--- src/hdl/gmsc_pkg.sv ---
// ----------------------------------------------------------------------------
// gmsc_pkg
// Types and constants shared by the motion stream checker modules.
// ----------------------------------------------------------------------------
package gmsc_pkg;

  localparam logic [3:0] CMD_OTHER      = 4'd0;
  localparam logic [3:0] CMD_LAYER      = 4'd1;
  localparam logic [3:0] CMD_BAD_MARK   = 4'd2;
  localparam logic [3:0] CMD_ABS_XYZ    = 4'd3;
  localparam logic [3:0] CMD_REL_XYZ    = 4'd4;
  localparam logic [3:0] CMD_ABS_E      = 4'd5;
  localparam logic [3:0] CMD_REL_E      = 4'd6;
  localparam logic [3:0] CMD_HOME       = 4'd7;
  localparam logic [3:0] CMD_SET_POS    = 4'd8;
  localparam logic [3:0] CMD_NOZZLE     = 4'd9;
  localparam logic [3:0] CMD_BED        = 4'd10;
  localparam logic [3:0] CMD_MOTORS_OFF = 4'd11;
  localparam logic [3:0] CMD_RESET      = 4'd12;
  localparam logic [3:0] CMD_MOVE       = 4'd13;
  localparam logic [3:0] CMD_END        = 4'd14;

  localparam logic [3:0] ISS_LAYER_ORDER  = 4'd1;
  localparam logic [3:0] ISS_BAD_MARKER   = 4'd2;
  localparam logic [3:0] ISS_NOZZLE       = 4'd3;
  localparam logic [3:0] ISS_BED          = 4'd4;
  localparam logic [3:0] ISS_RESET        = 4'd5;
  localparam logic [3:0] ISS_VOLUME       = 4'd6;
  localparam logic [3:0] ISS_FEED         = 4'd7;
  localparam logic [3:0] ISS_Z_BACK       = 4'd8;
  localparam logic [3:0] ISS_NO_HOME      = 4'd9;
  localparam logic [3:0] ISS_NO_MOTION    = 4'd10;
  localparam logic [3:0] ISS_NO_LAYER     = 4'd11;
  localparam logic [3:0] ISS_NO_EXTRUSION = 4'd12;
  localparam logic [3:0] ISS_NO_LAYERS    = 4'd13;
  localparam logic [3:0] ISS_NO_END       = 4'd14;
  localparam logic [3:0] ISS_DONE         = 4'd15;

  localparam int SEEN_HOME   = 0;
  localparam int SEEN_MOTION = 1;
  localparam int SEEN_LAYER  = 2;
  localparam int SEEN_EXTR   = 3;
  localparam int SEEN_END    = 4;

  localparam logic [2:0] REG_VOLUME_WIDTH  = 3'd0;
  localparam logic [2:0] REG_VOLUME_DEPTH  = 3'd1;
  localparam logic [2:0] REG_VOLUME_HEIGHT = 3'd2;
  localparam logic [2:0] REG_NOZZLE_LIMIT  = 3'd3;
  localparam logic [2:0] REG_BED_LIMIT     = 3'd4;
  localparam logic [2:0] REG_TRAVEL_LIMIT  = 3'd5;

  localparam logic [30:0] RST_VOLUME_WIDTH  = 31'd220000;
  localparam logic [30:0] RST_VOLUME_DEPTH  = 31'd220000;
  localparam logic [30:0] RST_VOLUME_HEIGHT = 31'd250000;
  localparam logic [19:0] RST_NOZZLE_LIMIT  = 20'd260000;
  localparam logic [19:0] RST_BED_LIMIT     = 20'd100000;
  localparam logic [25:0] RST_TRAVEL_LIMIT  = 26'd200000;

  typedef struct packed {
    logic [3:0]         command;
    logic               has_x;
    logic signed [31:0] x_pos;
    logic               has_y;
    logic signed [31:0] y_pos;
    logic               has_z;
    logic signed [31:0] z_pos;
    logic               has_e;
    logic signed [31:0] e_pos;
    logic               has_value;
    logic signed [31:0] word_value;
  } in_item_t;

  typedef struct packed {
    logic [3:0]  issue_code;
    logic [30:0] line_number;
    logic        overall_ok;
    logic        last;
  } out_item_t;

  typedef struct packed {
    logic [30:0] volume_width;
    logic [30:0] volume_depth;
    logic [30:0] volume_height;
    logic [19:0] nozzle_temp_limit;
    logic [19:0] bed_temp_limit;
    logic [25:0] travel_speed_limit;
  } cfg_t;

  typedef struct packed {
    logic [15:1] mask;
    logic [30:0] line;
    logic        ok;
  } job_t;

endpackage

--- src/hdl/gmsc_front.sv ---
// ----------------------------------------------------------------------------
// gmsc_front
// Accepts program lines, tracks position, modes and flags, and classifies
// each line into a set of issue codes for the result queue.
// ----------------------------------------------------------------------------
module gmsc_front
  import gmsc_pkg::*;
#(
  parameter int COORD_BITS = 32
) (
  input  logic     clk_i,
  input  logic     rst_ni,
  input  logic     in_valid_i,
  output logic     in_ready_o,
  input  in_item_t in_data_i,
  input  cfg_t     cfg_i,
  output logic     push_valid_o,
  input  logic     push_ready_i,
  output job_t     push_data_o
);

  localparam int CW = COORD_BITS;
  localparam int WW = (CW > 32) ? CW : 32;
  localparam int SW = CW + 1;
  localparam logic signed [CW-1:0] MAXC = {1'b0, {(CW-1){1'b1}}};
  localparam logic signed [CW-1:0] MINC = {1'b1, {(CW-1){1'b0}}};

  function automatic logic signed [CW-1:0] sat_word(input logic signed [WW-1:0] v);
    logic [WW-CW:0] top;
    top = v[WW-1:CW-1];
    if ((&top) || !(|top)) begin
      sat_word = v[CW-1:0];
    end else begin
      sat_word = v[WW-1] ? MINC : MAXC;
    end
  endfunction

  function automatic logic signed [CW-1:0] sat_sum(input logic signed [SW-1:0] v);
    if (v[SW-1] == v[SW-2]) begin
      sat_sum = v[CW-1:0];
    end else begin
      sat_sum = v[SW-1] ? MINC : MAXC;
    end
  endfunction

  // stage 1: held transaction
  logic     s1_valid_q, s1_valid_d;
  in_item_t s1_item_q;

  // program state owned by stage 1
  logic signed [CW-1:0] pos_x_q, pos_x_d, pos_y_q, pos_y_d;
  logic signed [CW-1:0] pos_z_q, pos_z_d, pos_e_q, pos_e_d;
  logic signed [31:0]   prev_layer_q, prev_layer_d;
  logic [30:0]          line_q, line_d;
  logic [1:0]           mode_q, mode_d;
  logic [4:0]           seen_q, seen_d;

  // stage 2
  logic                 s2_valid_q, s2_valid_d;
  logic                 s2_move_q, s2_move_d, s2_end_q, s2_end_d, s2_hz_q, s2_hz_d;
  logic signed [CW-1:0] s2_nx_q, s2_nx_d, s2_ny_q, s2_ny_d, s2_nz_q, s2_nz_d;
  logic [15:1]          s2_mask_q, s2_mask_d;
  logic [30:0]          s2_line_q, s2_line_d;

  // state owned by stage 2
  logic signed [CW-1:0] highest_z_q, highest_z_d;
  logic                 issue_q, issue_d;

  logic                 s1_fire, s2_ready, s2_fire;
  logic [3:0]           cmd;
  logic signed [31:0]   wv;
  logic signed [CW-1:0] wx, wy, wz, we, nx, ny, nz, ne;
  logic [31:0]          feed_limit;
  logic                 feed_bad;
  logic [15:1]          mask_full;
  logic signed [WW-1:0] vol_w, vol_d, vol_h, ext_x, ext_y, ext_z;
  logic                 outside;

  assign cmd = s1_item_q.command;
  assign wv  = s1_item_q.word_value;
  assign wx  = sat_word(WW'(s1_item_q.x_pos));
  assign wy  = sat_word(WW'(s1_item_q.y_pos));
  assign wz  = sat_word(WW'(s1_item_q.z_pos));
  assign we  = sat_word(WW'(s1_item_q.e_pos));

  assign nx = !s1_item_q.has_x ? pos_x_q :
              (mode_q[0] ? wx : sat_sum(SW'(pos_x_q) + SW'(wx)));
  assign ny = !s1_item_q.has_y ? pos_y_q :
              (mode_q[0] ? wy : sat_sum(SW'(pos_y_q) + SW'(wy)));
  assign nz = !s1_item_q.has_z ? pos_z_q :
              (mode_q[0] ? wz : sat_sum(SW'(pos_z_q) + SW'(wz)));
  assign ne = !s1_item_q.has_e ? pos_e_q :
              (mode_q[1] ? we : sat_sum(SW'(pos_e_q) + SW'(we)));

  assign feed_limit = (32'(cfg_i.travel_speed_limit) << 6)
                    - (32'(cfg_i.travel_speed_limit) << 2);
  assign feed_bad   = wv[31] || (wv == 32'sd0) || ($unsigned(wv) > feed_limit);

  assign s2_fire    = s2_valid_q && s2_ready;
  assign s1_fire    = s1_valid_q && s2_ready;
  assign in_ready_o = !s1_valid_q || s2_ready;

  always_comb begin
    pos_x_d      = pos_x_q;
    pos_y_d      = pos_y_q;
    pos_z_d      = pos_z_q;
    pos_e_d      = pos_e_q;
    prev_layer_d = prev_layer_q;
    line_d       = line_q;
    mode_d       = mode_q;
    seen_d       = seen_q;
    s2_move_d    = 1'b0;
    s2_end_d     = 1'b0;
    s2_hz_d      = s1_item_q.has_z;
    s2_nx_d      = nx;
    s2_ny_d      = ny;
    s2_nz_d      = nz;
    s2_mask_d    = '0;

    if (cmd != CMD_END && line_q != '1) begin
      line_d = line_q + 31'd1;
    end
    s2_line_d = (cmd == CMD_END) ? '0 : line_d;

    case (cmd)
      CMD_LAYER: begin
        seen_d[SEEN_LAYER] = 1'b1;
        if (wv <= prev_layer_q) begin
          s2_mask_d[ISS_LAYER_ORDER] = 1'b1;
        end
        prev_layer_d = wv;
      end
      CMD_BAD_MARK: begin
        seen_d[SEEN_LAYER]        = 1'b1;
        s2_mask_d[ISS_BAD_MARKER] = 1'b1;
      end
      CMD_ABS_XYZ: mode_d[0] = 1'b1;
      CMD_REL_XYZ: mode_d[0] = 1'b0;
      CMD_ABS_E:   mode_d[1] = 1'b1;
      CMD_REL_E:   mode_d[1] = 1'b0;
      CMD_HOME:    seen_d[SEEN_HOME] = 1'b1;
      CMD_SET_POS: begin
        if (s1_item_q.has_x) pos_x_d = wx;
        if (s1_item_q.has_y) pos_y_d = wy;
        if (s1_item_q.has_z) pos_z_d = wz;
        if (s1_item_q.has_e) pos_e_d = we;
      end
      CMD_NOZZLE: begin
        if (s1_item_q.has_value &&
            (wv[31] || (wv[30:0] > 31'(cfg_i.nozzle_temp_limit)))) begin
          s2_mask_d[ISS_NOZZLE] = 1'b1;
        end
      end
      CMD_BED: begin
        if (s1_item_q.has_value &&
            (wv[31] || (wv[30:0] > 31'(cfg_i.bed_temp_limit)))) begin
          s2_mask_d[ISS_BED] = 1'b1;
        end
      end
      CMD_MOTORS_OFF: seen_d[SEEN_END] = 1'b1;
      CMD_RESET:      s2_mask_d[ISS_RESET] = 1'b1;
      CMD_MOVE: begin
        s2_move_d           = 1'b1;
        seen_d[SEEN_MOTION] = 1'b1;
        if (s1_item_q.has_value && feed_bad) begin
          s2_mask_d[ISS_FEED] = 1'b1;
        end
        if (s1_item_q.has_e && (ne != pos_e_q)) begin
          seen_d[SEEN_EXTR] = 1'b1;
        end
        pos_x_d = nx;
        pos_y_d = ny;
        pos_z_d = nz;
        pos_e_d = ne;
      end
      CMD_END: begin
        s2_end_d                    = 1'b1;
        s2_mask_d[ISS_NO_HOME]      = !seen_q[SEEN_HOME];
        s2_mask_d[ISS_NO_MOTION]    = !seen_q[SEEN_MOTION];
        s2_mask_d[ISS_NO_LAYER]     = !seen_q[SEEN_LAYER];
        s2_mask_d[ISS_NO_EXTRUSION] = !seen_q[SEEN_EXTR];
        s2_mask_d[ISS_NO_LAYERS]    = !seen_q[SEEN_LAYER];
        s2_mask_d[ISS_NO_END]       = !seen_q[SEEN_END];
        pos_x_d      = '0;
        pos_y_d      = '0;
        pos_z_d      = '0;
        pos_e_d      = '0;
        prev_layer_d = -32'sd1;
        line_d       = '0;
        mode_d       = 2'b11;
        seen_d       = '0;
      end
      default: begin
      end
    endcase
  end

  assign vol_w = WW'($signed({1'b0, cfg_i.volume_width}));
  assign vol_d = WW'($signed({1'b0, cfg_i.volume_depth}));
  assign vol_h = WW'($signed({1'b0, cfg_i.volume_height}));
  assign ext_x = WW'(s2_nx_q);
  assign ext_y = WW'(s2_ny_q);
  assign ext_z = WW'(s2_nz_q);
  assign outside = s2_nx_q[CW-1] || s2_ny_q[CW-1] || s2_nz_q[CW-1] ||
                   (ext_x > vol_w) || (ext_y > vol_d) || (ext_z > vol_h);

  always_comb begin
    mask_full = s2_mask_q;
    if (s2_move_q) begin
      mask_full[ISS_VOLUME] = outside;
      mask_full[ISS_Z_BACK] = s2_hz_q && (s2_nz_q < highest_z_q);
    end
    if (s2_end_q) begin
      mask_full[ISS_DONE] = 1'b1;
    end
  end

  assign push_valid_o     = s2_valid_q && (|mask_full);
  assign push_data_o.mask = mask_full;
  assign push_data_o.line = s2_line_q;
  assign push_data_o.ok   = !(issue_q || (|s2_mask_q[14:1]));
  assign s2_ready         = !s2_valid_q || !(|mask_full) || push_ready_i;

  always_comb begin
    highest_z_d = highest_z_q;
    issue_d     = issue_q;
    if (s2_fire) begin
      if (s2_end_q) begin
        highest_z_d = '0;
        issue_d     = 1'b0;
      end else begin
        if (|mask_full[8:1]) issue_d = 1'b1;
        if (s2_move_q && (s2_nz_q > highest_z_q)) highest_z_d = s2_nz_q;
      end
    end
  end

  always_comb begin
    s1_valid_d = s1_valid_q;
    if (in_valid_i && in_ready_o) begin
      s1_valid_d = 1'b1;
    end else if (s1_fire) begin
      s1_valid_d = 1'b0;
    end
    s2_valid_d = s2_valid_q;
    if (s1_fire) begin
      s2_valid_d = 1'b1;
    end else if (s2_fire) begin
      s2_valid_d = 1'b0;
    end
  end

  always_ff @(posedge clk_i or negedge rst_ni) begin
    if (!rst_ni) begin
      s1_valid_q   <= 1'b0;
      s2_valid_q   <= 1'b0;
      pos_x_q      <= '0;
      pos_y_q      <= '0;
      pos_z_q      <= '0;
      pos_e_q      <= '0;
      prev_layer_q <= -32'sd1;
      line_q       <= '0;
      mode_q       <= 2'b11;
      seen_q       <= '0;
      highest_z_q  <= '0;
      issue_q      <= 1'b0;
    end else begin
      s1_valid_q  <= s1_valid_d;
      s2_valid_q  <= s2_valid_d;
      highest_z_q <= highest_z_d;
      issue_q     <= issue_d;
      if (s1_fire) begin
        pos_x_q      <= pos_x_d;
        pos_y_q      <= pos_y_d;
        pos_z_q      <= pos_z_d;
        pos_e_q      <= pos_e_d;
        prev_layer_q <= prev_layer_d;
        line_q       <= line_d;
        mode_q       <= mode_d;
        seen_q       <= seen_d;
      end
    end
  end

  always_ff @(posedge clk_i) begin
    if (in_valid_i && in_ready_o) begin
      s1_item_q <= in_data_i;
    end
    if (s1_fire) begin
      s2_move_q <= s2_move_d;
      s2_end_q  <= s2_end_d;
      s2_hz_q   <= s2_hz_d;
      s2_nx_q   <= s2_nx_d;
      s2_ny_q   <= s2_ny_d;
      s2_nz_q   <= s2_nz_d;
      s2_mask_q <= s2_mask_d;
      s2_line_q <= s2_line_d;
    end
  end

endmodule

--- config.mk ---
export PLATFORM = sky130hd
export DESIGN_NAME = gmsc_front
export DESIGN_NICKNAME = d
export VERILOG_FILES = /design/src/hdl/gmsc_pkg.sv /design/src/hdl/gmsc_front.sv
export SDC_FILE = /design/constraint.sdc
export NUM_CORES = 2
export LEC_CHECK = 0
export ABC_AREA = 0
export BUFFER_PORTS_ARGS = -buffer_cell sky130_fd_sc_hd__buf_2
export CAP_MARGIN = 10
export CORE_MARGIN = 3
export CORE_UTILIZATION = 50
export DETAILED_ROUTE_END_ITERATION = 8
export PLACE_DENSITY = 0.72
export SYNTH_ARGS = -nofsm -noshare
export SYNTH_HDL_FRONTEND = slang
export SYNTH_SLANG_ARGS = --single-unit
--- constraint.sdc ---
create_clock -name clk_i -period 8.4 [get_ports clk_i]
set_clock_uncertainty 0.2 [all_clocks]
set_input_delay 0.42 -clock clk_i [delete_from_list [all_inputs] [get_ports clk_i]]
set_output_delay 0.42 -clock clk_i [all_outputs]
set_load 0.01 [all_outputs]
==> metrics <==
Routed Wire Length=122 mm; Nets=5321; initial antenna violation count=9; Syn Inst Count=4119; Post-Route Utilization=0.597; CTS tree=built; Pint=0.00757 W; Compound-Gate Fraction of Synth Area=0.238; top-count cell post-synth=ha_1; sw frac=0.395; area share of the largest cell type after synthesis=0.242; Antenna Violating Nets Remaining=0; PostCTS Resize Cnt=0; gr usage total=0.295; power density over cell area=275 nW/µm²; WL/cell=21.5 µm; post-synthesis adder-cell area fraction=0.126; footprint of the multi-input gates=21500 µm²; remaining routing DRC violations=0; root buffer cell=clkbuf_16; Initial Util=0.506; # fillers=6486; FF+latch count, synth=543; Fin. Hold Viols=0; Avg Cell Area, Syn=9.35 µm²; hpwl dp=86.5 mm; max capacitance violation total=0; cts hold-fix bufs=172; Final Max Tran Viols=0; Top Ports=381; asr flop ratio synth=0.429; Post-Route Setup TNS=0 ns; Initial DRC Count=3190; clock buffer depth=3; number of synthesized flops with an enable pin=310; XOR/XNOR Fraction of Synth Area=0.0343; gp weighted congestion=1.00; clk_lat worst skew=0.65 ns; Area Overhead vs Synth=18.0%; final setup violating endpoints=0; Worst-Margin Slew=1.15 ns; Worst Setup Start Kind=flop; CTS buffer count=61; main combinational cell family by area after synthesis=compound AO/OA/AOI/OAI gates; Core Rows=101; mapped cell area=38500 µm²; post-synthesis mux area share=0.00997; Placed Cells=5401; Psw=0.00495 W; Period minus WS final=5.59 ns; Worst slew margin=0.227; global-route wire length before repair=190 mm; ys flop type=edfxtp_1; Clk pwr share=0.239; yosys warns=0; Worst VDD drop=0.000228 V; Die Area=80400 µm²; Netlist cell types=95; Seq/Total Area, Yosys=0.394; Register Area=15200 µm²; Core ar.=76200 µm²; leading area contributor after synthesis=edfxtp_1; vias after detailed routing=34789; crit path max fanout=83; fin cells=5695; Reg power frac=0.319; WHS=0.243 ns; share of cells above drive strength 1=0.139; Clock transition at path regs=0.07 ns; status=completed; Crit. End Element=flop; pin count of the biggest net entering global routing=131; Static Leak=20.4 nW; Net Count, Synth=4834; RSZ-0062 raised after global routing=false; worst setup path category=flop to flop; setup bufs post-CTS=0; Sink Count=543; logic gate share of total power=0.442; Hold WC Path Type=input pin to asynchronous set/reset pin; Tot Pwr=0.0125 W; die width=284 µm; period utilization=0.665; CP arrival=5.92 ns; GR Overflow Total=0; CTS H-tree lvls=2; vias in the first global route=33981; IO Port Bufs=380; fmax=0.179 GHz; DR vias/cell=6.11; die height=284 µm; drt pass-1 iters=8; top cells by count, synth=ha_1 (379), nand2_1 (364), inv_1 (330), edfxtp_1 (310), a21oi_1 (295); Synth Area in Simple Gates=0.147; synth top area cells=edfxtp_1 (24%), dfrtp_1 (13%), ha_1 (12%); CP required=8.73 ns
power by group through the flow:
stage                     Clock [W]  Combinational, W  Sequential [W]
final                       0.00299           0.00553         0.00400
after global routing        0.00315           0.00610         0.00405
after CTS                   0.00304           0.00543         0.00397
after detailed placement          0           0.00532         0.00402
after global placement            0           0.00526         0.00401
after floorplan                   0           0.00400         0.00386
per-layer routing:
metal	part of all wire	track usage	up-vias
li1	-	-	16335
met1	0.41	0.392	16640
met2	0.47	0.493	1516
met3	0.078	0.0421	298
met4	0.037	0.108	0
met5	0	0	-
registers in the layout (all words and copies together), names as in the netlist, 5 cells and up:
name	cells
ext_x	32
ext_y	32
ext_z	32
highest_z_q	32
line_q	31
pos_e_q	32
pos_x_q	32
pos_y_q	32
pos_z_q	32
prev_layer_q	32
s2_line_q	31
s2_mask_q	11
seen_q	5
we	32
wv	32
wx	32
wy	32
wz	32
worst paths after layout:
check	slack, ns	cells past startpoint	start	end
max	2.81	15	ext_x[17]$_DFFE_PP_	seen_q[0]$_DFFE_PN0P_
min reg2reg	0.30	1	highest_z_q[5]$_DFFE_PN0P_	highest_z_q[5]$_DFFE_PN0P_
min	0.24	2	rst_ni	pos_x_q[8]$_DFFE_PN0P_
min in group clk_i	0.28	2	in_data_i[38]	we[5]$_DFFE_PP_
max reg2reg	2.81	15	ext_x[17]$_DFFE_PP_	seen_q[0]$_DFFE_PN0P_
max in group asynchronous	6.33	3	rst_ni	line_q[9]$_DFFE_PN0P_
layout make-up:
cell class	count	area share
clock inverters	37	0.0124
clock buffers	78	0.0368
well taps	1030	0.0283
multi-input cells	3069	0.472
diodes	7	0.000385
flip-flops and latches	543	0.334
inverters	333	0.0276
repair buffers	598	0.0881
placed cells by master (no fill, tap or decap), drive strengths merged, types with 23 or more instances in the layout:
cell type / n
a31oi: 49
o21a: 71
nand2: 364
o22a: 39
o21ai: 220
xnor2: 89
o21bai: 26
a22oi: 37
a21oi: 295
a221oi: 38
nor3: 81
mux2i: 26
nor4: 32
nand3: 120
xor2: 62
a2bb2oi: 33
ha: 379
dfrtp: 199
dlygate4sd3: 172
a21o: 142
edfxtp: 310
nand4: 65
o22ai: 23
dfstp: 34
a22o: 38
o31ai: 23
o211ai: 50
nor2b: 38
inv: 334
clkbuf: 78
buf: 426
nand2b: 60
nor2: 269
a211oi: 44
and3: 42
stage by stage:
step | instance area, µm² | worst slack [ns]
after global placement | 41500 | 2.69
after detailed placement | 41500 | 2.66
final | 45500 | 2.81
after global routing | 45500 | 2.48
after floorplan | 38500 | 0.370
after CTS | 45400 | 2.77
critical path, stage by stage (launching register included):
cell and delay, ns:
edfxtp_1 0.38, ha_1 0.30, a21o_1 0.18, a21o_1 0.17, a21o_1 0.18, a221oi_1 0.34, o22ai_1 0.14, a211oi_1 0.50
o21ai_0 0.46, a211oi_4 0.42, o211ai_4 0.11, buf_4 0.33, inv_6 0.27, buf_4 0.86, nand3_1 0.22, a22o_1 0.28
cells by family after synthesis:
kind of cell,Yosys count
buffers and inverters,507
adders and majority gates,387
xor gates and xnor gates,151
and+or+nand+nor,1177
muxes,37
AOI/OAI and AO/OA,1317
DFF,543
No activity file was read; power rests on OpenSTA's default activity.
